<file path="src/rtl/ssea_pkg.sv">
// Shared types and default sizes for the sorted sparse error accumulator.
package ssea_pkg;

   // Default sizes handed to the top-level parameters
   localparam int DEF_CAPACITY     = 64;
   localparam int DEF_OFFSET_BITS  = 16;
   localparam int DEF_PATTERN_BITS = 32;

   // Outcome of one word
   typedef enum logic [1:0] {
      ST_INSERTED  = 2'd0,
      ST_MERGED    = 2'd1,
      ST_CANCELLED = 2'd2,
      ST_DROPPED   = 2'd3
   } status_type;

   // Sequencer states
   typedef enum logic [2:0] {
      S_IDLE,
      S_RD,
      S_CMP,
      S_DEC,
      S_MRD,
      S_MWR,
      S_PUT,
      S_DONE
   } state_type;

endpackage

</file>
<file path="src/rtl/ssea_if.sv">
// Request and response channel interfaces (valid/ready).
interface ssea_req_if #(
   parameter int OFFSET_BITS  = 16,
   parameter int PATTERN_BITS = 32
) ();
   logic                    valid;
   logic                    ready;
   logic [OFFSET_BITS-1:0]  offset;
   logic [PATTERN_BITS-1:0] err_bits;

   modport source (output valid, offset, err_bits, input ready);
   modport sink   (input valid, offset, err_bits, output ready);
endinterface

interface ssea_rsp_if import ssea_pkg::*; #(
   parameter int CNT_BITS     = 7,
   parameter int PATTERN_BITS = 32
) ();
   logic                    valid;
   logic                    ready;
   status_type              status;
   logic [CNT_BITS-1:0]     position;
   logic [CNT_BITS-1:0]     entry_count;
   logic [PATTERN_BITS-1:0] pattern_now;

   modport source (output valid, status, position, entry_count, pattern_now, input ready);
   modport sink   (input valid, status, position, entry_count, pattern_now, output ready);
endinterface

</file>
<file path="src/rtl/ssea_mem.sv">
// Table storage: one write port, one read port with registered read data.
module ssea_mem #(
   parameter int DEPTH = 64,
   parameter int WIDTH = 48
) (
   input  logic                     clock,
   input  logic                     wr_en,
   input  logic [$clog2(DEPTH)-1:0] wr_addr,
   input  logic [WIDTH-1:0]         wr_data,
   input  logic                     rd_en,
   input  logic [$clog2(DEPTH)-1:0] rd_addr,
   output logic [WIDTH-1:0]         rd_data
);

   logic [WIDTH-1:0] mem_ff [DEPTH];
   logic [WIDTH-1:0] rd_data_ff;

   // Write port
   always_ff @(posedge clock) begin
      if (wr_en) begin
         mem_ff[wr_addr] <= wr_data;
      end
   end

   // Read port, data registered and valid in the cycle after the address
   always_ff @(posedge clock) begin
      if (rd_en) begin
         rd_data_ff <= mem_ff[rd_addr];
      end
   end

   assign rd_data = rd_data_ff;

endmodule

</file>
<file path="src/rtl/ssea_seq.sv">
// Sequencer: linear search, merge decision and table shifts one entry at a time.
module ssea_seq import ssea_pkg::*; #(
   parameter int CAPACITY     = DEF_CAPACITY,
   parameter int OFFSET_BITS  = DEF_OFFSET_BITS,
   parameter int PATTERN_BITS = DEF_PATTERN_BITS,
   parameter int CNT_BITS     = $clog2(CAPACITY + 1)
) (
   input  logic                    clock,
   input  logic                    reset,
   // request side
   input  logic                    req_valid,
   output logic                    req_ready,
   input  logic [OFFSET_BITS-1:0]  req_offset,
   input  logic [PATTERN_BITS-1:0] req_pattern,
   // result side
   output logic                    done_valid,
   input  logic                    done_ready,
   output status_type              done_status,
   output logic [CNT_BITS-1:0]     done_position,
   output logic [CNT_BITS-1:0]     done_count,
   output logic [PATTERN_BITS-1:0] done_pattern
);

   localparam int AW = $clog2(CAPACITY);
   localparam int EW = OFFSET_BITS + PATTERN_BITS;

   // memory port signals
   logic          wr_en;
   logic [AW-1:0] wr_addr;
   logic [EW-1:0] wr_data;
   logic          rd_en;
   logic [AW-1:0] rd_addr;
   logic [EW-1:0] rd_data;

   ssea_mem #(
      .DEPTH (CAPACITY),
      .WIDTH (EW)
   ) u_mem (
      .clock   (clock),
      .wr_en   (wr_en),
      .wr_addr (wr_addr),
      .wr_data (wr_data),
      .rd_en   (rd_en),
      .rd_addr (rd_addr),
      .rd_data (rd_data)
   );

   state_type               state_ff, state_in;
   logic [CNT_BITS-1:0]     cnt_ff, cnt_in;        // stored entries
   logic [CNT_BITS-1:0]     res_cnt_ff, res_cnt_in; // count after this word
   logic [CNT_BITS-1:0]     cur_ff, cur_in;        // scan / shift cursor
   logic [CNT_BITS-1:0]     pos_ff, pos_in;
   logic                    found_ff, found_in;
   logic                    up_ff, up_in;          // shift direction: 1 = open a gap
   logic [OFFSET_BITS-1:0]  off_ff, off_in;
   logic [PATTERN_BITS-1:0] pat_ff, pat_in;
   logic [PATTERN_BITS-1:0] stored_ff, stored_in;
   logic [PATTERN_BITS-1:0] now_ff, now_in;
   status_type              status_ff, status_in;

   logic [OFFSET_BITS-1:0]  rd_off;
   logic [PATTERN_BITS-1:0] rd_pat;
   logic [PATTERN_BITS-1:0] merged;
   logic [CNT_BITS-1:0]     cur_step;
   logic [CNT_BITS-1:0]     cur_prev;

   assign rd_off   = rd_data[EW-1 -: OFFSET_BITS];
   assign rd_pat   = rd_data[PATTERN_BITS-1:0];
   assign merged   = stored_ff ^ pat_ff;
   // shared cursor adder: down while opening a gap, up otherwise
   assign cur_step = up_ff ? (cur_ff - CNT_BITS'(1)) : (cur_ff + CNT_BITS'(1));
   assign cur_prev = cur_ff - CNT_BITS'(1);

   // State and datapath registers
   always_ff @(posedge clock) begin
      if (reset) begin
         state_ff <= S_IDLE;
         cnt_ff   <= '0;
      end else begin
         state_ff <= state_in;
         cnt_ff   <= cnt_in;
      end
      res_cnt_ff <= res_cnt_in;
      cur_ff     <= cur_in;
      pos_ff     <= pos_in;
      found_ff   <= found_in;
      up_ff      <= up_in;
      off_ff     <= off_in;
      pat_ff     <= pat_in;
      stored_ff  <= stored_in;
      now_ff     <= now_in;
      status_ff  <= status_in;
   end

   // Next state and control
   always_comb begin
      state_in   = state_ff;
      cnt_in     = cnt_ff;
      res_cnt_in = res_cnt_ff;
      cur_in     = cur_ff;
      pos_in     = pos_ff;
      found_in   = found_ff;
      up_in      = up_ff;
      off_in     = off_ff;
      pat_in     = pat_ff;
      stored_in  = stored_ff;
      now_in     = now_ff;
      status_in  = status_ff;
      req_ready  = 1'b0;
      done_valid = 1'b0;
      wr_en      = 1'b0;
      wr_addr    = pos_ff[AW-1:0];
      wr_data    = {off_ff, pat_ff};
      rd_en      = 1'b0;
      rd_addr    = cur_ff[AW-1:0];

      case (state_ff)
         S_IDLE: begin
            req_ready = 1'b1;
            if (req_valid) begin
               off_in   = req_offset;
               pat_in   = req_pattern;
               cur_in   = '0;
               up_in    = 1'b0;
               pos_in   = '0;
               found_in = 1'b0;
               state_in = (cnt_ff == '0) ? S_DEC : S_RD;
            end
         end

         // scan: read entry at cursor
         S_RD: begin
            rd_en    = 1'b1;
            state_in = S_CMP;
         end

         // scan: compare stored offset against the new one
         S_CMP: begin
            if (rd_off < off_ff) begin
               cur_in = cur_step;
               if (cur_step == cnt_ff) begin
                  pos_in   = cnt_ff;
                  found_in = 1'b0;
                  state_in = S_DEC;
               end else begin
                  state_in = S_RD;
               end
            end else begin
               pos_in    = cur_ff;
               found_in  = (rd_off == off_ff);
               stored_in = rd_pat;
               state_in  = S_DEC;
            end
         end

         // choose merge, cancel, insert or drop
         S_DEC: begin
            if (found_ff) begin
               if (merged != '0) begin
                  wr_en      = 1'b1;
                  wr_data    = {off_ff, merged};
                  status_in  = ST_MERGED;
                  now_in     = merged;
                  res_cnt_in = cnt_ff;
                  state_in   = S_DONE;
               end else begin
                  status_in  = ST_CANCELLED;
                  now_in     = '0;
                  res_cnt_in = cnt_ff - CNT_BITS'(1);
                  up_in      = 1'b0;
                  cur_in     = pos_ff + CNT_BITS'(1);
                  state_in   = ((pos_ff + CNT_BITS'(1)) < cnt_ff) ? S_MRD : S_DONE;
               end
            end else if (cnt_ff == CNT_BITS'(CAPACITY)) begin
               status_in  = ST_DROPPED;
               now_in     = '0;
               res_cnt_in = cnt_ff;
               state_in   = S_DONE;
            end else begin
               status_in  = ST_INSERTED;
               now_in     = pat_ff;
               res_cnt_in = cnt_ff + CNT_BITS'(1);
               up_in      = 1'b1;
               cur_in     = cnt_ff;
               state_in   = (cnt_ff > pos_ff) ? S_MRD : S_PUT;
            end
         end

         // shift: read source entry
         S_MRD: begin
            rd_en    = 1'b1;
            rd_addr  = up_ff ? cur_prev[AW-1:0] : cur_ff[AW-1:0];
            state_in = S_MWR;
         end

         // shift: write it one place up or down
         S_MWR: begin
            wr_en   = 1'b1;
            wr_addr = up_ff ? cur_ff[AW-1:0] : cur_prev[AW-1:0];
            wr_data = rd_data;
            cur_in  = cur_step;
            if (up_ff) begin
               state_in = (cur_step > pos_ff) ? S_MRD : S_PUT;
            end else begin
               state_in = (cur_step < cnt_ff) ? S_MRD : S_DONE;
            end
         end

         // drop the new pair into the gap
         S_PUT: begin
            wr_en    = 1'b1;
            state_in = S_DONE;
         end

         S_DONE: begin
            done_valid = 1'b1;
            if (done_ready) begin
               cnt_in   = res_cnt_ff;
               state_in = S_IDLE;
            end
         end

         default: begin
            state_in = S_IDLE;
         end
      endcase
   end

   assign done_status   = status_ff;
   assign done_position = pos_ff;
   assign done_count    = res_cnt_ff;
   assign done_pattern  = now_ff;

endmodule

</file>
<file path="src/rtl/sorted_sparse_error_accumulator_top.sv">
// Top level of the sorted sparse error accumulator with its response register.
//
// Keeps a table of (offset, pattern) pairs sorted by offset. A request word
// carries an offset and an error pattern; the pattern is XORed into a stored
// entry with the same offset (removing it when the result is zero), or the
// pair is inserted at its sorted place, or it is dropped when the table is full.
// Every request gives exactly one response word: status, sorted position,
// entry count after the step and the pattern now stored at that offset.
//
// Operation: the table lives in a memory with one registered read port, so one
// sequencer walks it an entry at a time. After a request is taken it reads and
// compares each stored entry (those below its offset and the first one at or
// above it), then decides, then moves entries one at a time with a read and a
// write on an insert or removal, writes an inserted pair, and hands the result
// to the response register, which shows it the cycle after. The next request is
// taken in the cycle that follows. req_chan.ready is high only while the
// sequencer is idle.
// Reset (synchronous) empties the table at once; no clearing pass is needed.
// The response register holds a finished word while the receiver stalls, and a
// new request may already be taken and worked on in that time.
module sorted_sparse_error_accumulator_top import ssea_pkg::*; #(
   parameter int CAPACITY     = DEF_CAPACITY,
   parameter int OFFSET_BITS  = DEF_OFFSET_BITS,
   parameter int PATTERN_BITS = DEF_PATTERN_BITS
) (
   input  logic      clock,
   input  logic      reset,
   ssea_req_if.sink   req_chan,
   ssea_rsp_if.source rsp_chan
);

   localparam int CNT_BITS = $clog2(CAPACITY + 1);

   logic                    done_valid;
   logic                    done_ready;
   status_type              done_status;
   logic [CNT_BITS-1:0]     done_position;
   logic [CNT_BITS-1:0]     done_count;
   logic [PATTERN_BITS-1:0] done_pattern;

   ssea_seq #(
      .CAPACITY     (CAPACITY),
      .OFFSET_BITS  (OFFSET_BITS),
      .PATTERN_BITS (PATTERN_BITS),
      .CNT_BITS     (CNT_BITS)
   ) u_seq (
      .clock         (clock),
      .reset         (reset),
      .req_valid     (req_chan.valid),
      .req_ready     (req_chan.ready),
      .req_offset    (req_chan.offset),
      .req_pattern   (req_chan.err_bits),
      .done_valid    (done_valid),
      .done_ready    (done_ready),
      .done_status   (done_status),
      .done_position (done_position),
      .done_count    (done_count),
      .done_pattern  (done_pattern)
   );

   logic                    rsp_valid_ff;
   status_type              rsp_status_ff;
   logic [CNT_BITS-1:0]     rsp_position_ff;
   logic [CNT_BITS-1:0]     rsp_count_ff;
   logic [PATTERN_BITS-1:0] rsp_pattern_ff;

   // response slot is free when empty or being drained this cycle
   assign done_ready = !rsp_valid_ff || rsp_chan.ready;

   // Response register
   always_ff @(posedge clock) begin
      if (reset) begin
         rsp_valid_ff <= 1'b0;
      end else if (done_ready) begin
         rsp_valid_ff <= done_valid;
      end
      if (done_ready && done_valid) begin
         rsp_status_ff   <= done_status;
         rsp_position_ff <= done_position;
         rsp_count_ff    <= done_count;
         rsp_pattern_ff  <= done_pattern;
      end
   end

   assign rsp_chan.valid       = rsp_valid_ff;
   assign rsp_chan.status      = rsp_status_ff;
   assign rsp_chan.position    = rsp_position_ff;
   assign rsp_chan.entry_count = rsp_count_ff;
   assign rsp_chan.pattern_now = rsp_pattern_ff;

endmodule
</file>
<file path="src/flat_wrapper.sv">
// flat-port wrapper written by rule: the top's interface ports become plain ports
module sorted_sparse_error_accumulator_top_flat import ssea_pkg::*;
#(
   parameter int CAPACITY     = DEF_CAPACITY,
   parameter int OFFSET_BITS  = DEF_OFFSET_BITS,
   parameter int PATTERN_BITS = DEF_PATTERN_BITS
)
  (clock, reset, req_chan_valid, req_chan_offset, req_chan_err_bits, req_chan_ready, rsp_chan_valid, rsp_chan_status, rsp_chan_position, rsp_chan_entry_count, rsp_chan_pattern_now, rsp_chan_ready);
  ssea_req_if #(.OFFSET_BITS(OFFSET_BITS), .PATTERN_BITS(PATTERN_BITS)) req_chan_i ();
  ssea_rsp_if #(.PATTERN_BITS(PATTERN_BITS)) rsp_chan_i ();
  input  logic clock;
  input  logic reset;
  input wire logic [$bits(req_chan_i.valid)-1:0] req_chan_valid;
  input wire logic [$bits(req_chan_i.offset)-1:0] req_chan_offset;
  input wire logic [$bits(req_chan_i.err_bits)-1:0] req_chan_err_bits;
  output wire logic [$bits(req_chan_i.ready)-1:0] req_chan_ready;
  output wire logic [$bits(rsp_chan_i.valid)-1:0] rsp_chan_valid;
  output wire logic [$bits(rsp_chan_i.status)-1:0] rsp_chan_status;
  output wire logic [$bits(rsp_chan_i.position)-1:0] rsp_chan_position;
  output wire logic [$bits(rsp_chan_i.entry_count)-1:0] rsp_chan_entry_count;
  output wire logic [$bits(rsp_chan_i.pattern_now)-1:0] rsp_chan_pattern_now;
  input wire logic [$bits(rsp_chan_i.ready)-1:0] rsp_chan_ready;
  assign req_chan_i.valid = req_chan_valid;
  assign req_chan_i.offset = req_chan_offset;
  assign req_chan_i.err_bits = req_chan_err_bits;
  assign req_chan_ready = req_chan_i.ready;
  assign rsp_chan_valid = rsp_chan_i.valid;
  assign rsp_chan_status = rsp_chan_i.status;
  assign rsp_chan_position = rsp_chan_i.position;
  assign rsp_chan_entry_count = rsp_chan_i.entry_count;
  assign rsp_chan_pattern_now = rsp_chan_i.pattern_now;
  assign rsp_chan_i.ready = rsp_chan_ready;
  sorted_sparse_error_accumulator_top #(.CAPACITY(CAPACITY), .OFFSET_BITS(OFFSET_BITS), .PATTERN_BITS(PATTERN_BITS)) u_core (.clock(clock), .reset(reset), .req_chan(req_chan_i), .rsp_chan(rsp_chan_i));
endmodule
</file>
<file path="config.mk">
export PLATFORM = sky130hd
export DESIGN_NAME = sorted_sparse_error_accumulator_top_flat
export DESIGN_NICKNAME = d
export VERILOG_FILES = /design/src/rtl/ssea_pkg.sv /design/src/rtl/ssea_if.sv /design/src/rtl/ssea_mem.sv /design/src/rtl/ssea_seq.sv /design/src/rtl/sorted_sparse_error_accumulator_top.sv /design/src/flat_wrapper.sv
export SDC_FILE = /design/constraint.sdc
export NUM_CORES = 2
export LEC_CHECK = 0
export BUFFER_PORTS_ARGS = -buffer_cell sky130_fd_sc_hd__buf_2
export CORE_AREA = 2 2 574 576
export CTS_CLUSTER_SIZE = 14
export DETAILED_ROUTE_END_ITERATION = 8
export DIE_AREA = 0 0 576 578
export MAX_ROUTING_LAYER = met4
export PLACE_DENSITY_LB_ADDON = 0.12
export SKIP_CTS_REPAIR_TIMING = 1
export SLEW_MARGIN = 20
export SYNTH_ARGS = -nofsm -noshare
export SYNTH_HDL_FRONTEND = slang
export SYNTH_SLANG_ARGS = --single-unit
</file>
<file path="constraint.sdc">
create_clock -name clock -period 6.6 [get_ports clock]
set_clock_uncertainty 0.05 [all_clocks]
set_input_delay 0.66 -clock clock [delete_from_list [all_inputs] [get_ports clock]]
set_output_delay 0.66 -clock clock [all_outputs]
set_load 0.1 [all_outputs]
</file>
==> results_dict.tcl <==
set metrics [dict create \
    grt_pass1_vias 76400 \
    critPathCapture "u_core.u_seq.u_mem.rd_data[17]$_DFFE_PP_" \
    path_cells "inv_1 > ha_1 > nor4bb_4 > buf_4 > a21oi_4 > buf_12 > mux2i_1 > mux2i_1 > o22ai_1 > nor4_1 > buf_4 > and3_1" \
    viasPerCell 6.03 \
    cpMaxStageDelayCell "nor4_1" \
    yosysSeqAreaShare_pct 74.6 \
    finalSetupTns_ns 0 \
    grt_use_met2_pct 41.4 \
    p_per_area_mw_per_mm2 421 \
    grt_util_all_layers_pct 27.3 \
    crit_arrival_ns 6.21 \
    grt_max_degree 172 \
    busiest_layer "met2" \
    cpPeakStageDelay_ns 0.95 \
    cts_sinks 3316 \
    worstMarginPinSlew_ns 1.22 \
    r2r_start "u_core.u_seq.up_ff$_SDFFCE_PN0P_" \
    clockBufferDepth 4 \
    grt_use_met1_pct 38.3 \
    wl_um 450000 \
    cts_buffers 359 \
    cp-start-kind "register" \
    dieHeight_um 578 \
    final.period_utilization_pct 82.9 \
    vias 80600 \
    relSlewSlack_pct 18.2 \
    cp_max_fo 138 \
    p_leak_nw 50.9 \
    cap_violations 0 \
    initial_core_util_pct 40.8 \
    dr.pass1.iters 6 \
    end_kind "register" \
    cp-startpoint "u_core.u_seq.up_ff$_SDFFCE_PN0P_" \
    drc_errors 0 \
    final_common_cell "edfxtp_1" \
    synthCells 8453 \
    rsz0062_at_grt "no" \
    whs_ns 0.0111 \
    post-place-cells 12700 \
    clk_latency_ns 0.99 \
    finalSetupViolations 0 \
    layout.cells.non_filler 13400 \
    p_total_mw 64.1 \
    status "finished clean" \
    ys_async_sr_fraction_pct 0 \
    syn_nets 8557 \
    std_cell_rows 210 \
    dp_hpwl_um 251000 \
    yosysWarnings 0 \
    synth_edf_count 3305 \
    cp.required_ns 7.35 \
    ys_types 77 \
    path_clk_slew_ns 0.06 \
    slew_violations 0 \
    wire_per_inst_um 33.6 \
    fp.dieW_um 576 \
    worst-setup-path-type "reg -> reg" \
    ant_nets 0 \
    grt_pass1_wl_um 620000 \
    die-area_mm2 0.333 \
    syn_to_final_growth_pct 14.1 \
    core-area_mm2 0.326 \
    reg2regPathDepth 12 \
    final_cell_mix "edfxtp_1, nand2_1, mux2i_1" \
    gr-total-overflow 0 \
    synthFlopType "edfxtp_1" \
    io_pins 102 \
    min_period_ns 5.47 \
    max_freq_mhz 183 \
    grtUsageMet3_pct 4.10 \
    synth_seq_cells 3316 \
    rr_endpoint "u_core.u_seq.u_mem.rd_data[17]$_DFFE_PP_" \
    avgSynthCellArea_um2 15.8 \
    reg2reg_slack_ns 1.13 \
    fillerInstances 28100 \
    nets 8818 \
    drive_above_1_share_pct 14.5 \
    antenna_found_initial 26 \
    hold_violations 0 \
    h-tree-depth 5 \
    cts_tree "built" \
    drtIter0Drc 10500 \
    netlist_area_mm2 0.133 \
    min-delay-path-class "in -> reg" \
    routabilityCongestion 0.850 \
    vdd_drop_max_uv 449 \
    clockRootBuffer "clkbuf_16" \
    port_buffers 101 \
]
stage by stage:
stage / util [%] / cell area (µm²) / setup WS, ns
after global routing: 46.6 / 152000 / 1.05
after floorplan: - / 133000 / -0.281
after detailed placement: 43.0 / 140000 / 1.31
after global placement: 43.0 / 140000 / 1.31
after CTS: 46.4 / 151000 / 1.26
final: 46.6 / 152000 / 1.13
how the worst min path moves through the flow:
stage	from	to	slack, ns	cells after the start
2_1_floorplan	u_core.u_seq.done_pattern[0]$_DFFE_PP_	u_core.rsp_chan.pattern_now[0]$_DFFE_PP_	0.35	0
3_3_place_gp	u_core.u_seq.done_pattern[13]$_DFFE_PP_	u_core.rsp_chan.pattern_now[13]$_DFFE_PP_	0.36	0
3_5_place_dp	u_core.u_seq.done_pattern[21]$_DFFE_PP_	u_core.rsp_chan.pattern_now[21]$_DFFE_PP_	0.35	0
4_1_cts	req_chan_err_bits[3]	u_core.u_seq.pat_ff[3]$_DFFE_PP_	-0.24	1
5_1_grt	reset	u_core.u_seq.cnt_ff[0]$_SDFFE_PP0P_	0.006	2
6_report	reset	u_core.u_seq.cnt_ff[1]$_SDFFE_PP0P_	0.01	2
power breakdown:
group | switching, mW | internal, mW | leakage (nW) | total (mW)
logic | 13.1 | 6.11 | 15.6 | 19.2
clock network | 8.48 | 10.8 | 5.41 | 19.3
registers | 0.732 | 24.8 | 29.9 | 25.6
cell type report:
type	instances	area, µm²	area share [%]
Tap cell	4346	5440	3.58
Multi-Input combinational cell	4465	31700	20.8
Clock inverter	219	1720	1.13
Antenna cell	12	30.0	0.0198
Inverter	81	304	0.200
Timing Repair Buffer	491	3990	2.62
Sequential cell	3316	99500	65.4
Clock buffer	434	9390	6.18
flip-flops by register name, indices dropped and copies added, names as in the netlist, 16 cells and up:
signal,cells
u_core.u_seq.pat_ff,32
u_core.u_seq.u_mem.rd_data,48
u_core.rsp_chan.pattern_now,32
u_core.u_seq.done_pattern,32
u_core.u_seq.stored_ff,32
u_core.u_seq.off_ff,16
u_core.u_seq.u_mem.mem_ff,3072
synthesized netlist by cell type, types with 85 or more instances:
cell type	count	area share, %
edfxtp_1	3305	74
mux2i_1	498	3.7
buf_2	195	0.73
o22ai_1	105	0.49
a31oi_1	89	0.42
nand2b_1	108	0.51
nand2_1	1084	3.1
nor2_1	85	0.24
a32oi_1	89	0.58
clkbuf_1	306	0.86
a211oi_1	359	2.0
a21oi_1	115	0.43
mux4_2	202	3.4
o21ai_0	291	1.1
nor3_1	127	0.48
and3_1	302	1.4
nand3_1	418	1.6
routing by layer:
| layer | routed length [µm] | up-vias |
|---|---|---|
| li1 | - | 33800 |
| met1 | 192000 | 42400 |
| met2 | 206000 | 3684 |
| met3 | 36900 | 672 |
| met4 | 14300 | 0 |
| met5 | 0 | - |
worst max-delay path, delay by kind of cell (launching register included):
kind	cells	cell delay, ns
AO/OA/AOI/OAI	2	0.77
adder cells (fa/ha/maj)	1	0.34
buffers and inverters	4	1.32
flip-flops	1	0.90
multiplexers	2	0.40
AND/OR/NAND/NOR	3	1.28
cell families (layout without fill, tap and decap cells):
group / Yosys count / after routing / share of synthesized area (%)
xor+xnor: 51 / 51 / 0.335
mux: 705 / 705 / 7.19
buf+inv: 672 / 1225 / 2.22
other cells: 0 / 12 / 0
compound gates: 1378 / 1378 / 7.10
fa+ha+maj: 52 / 52 / 0.488
flops: 3316 / 3316 / 74.6
simple gates: 2279 / 2279 / 8.05
(Power assumes the default switching activity.)
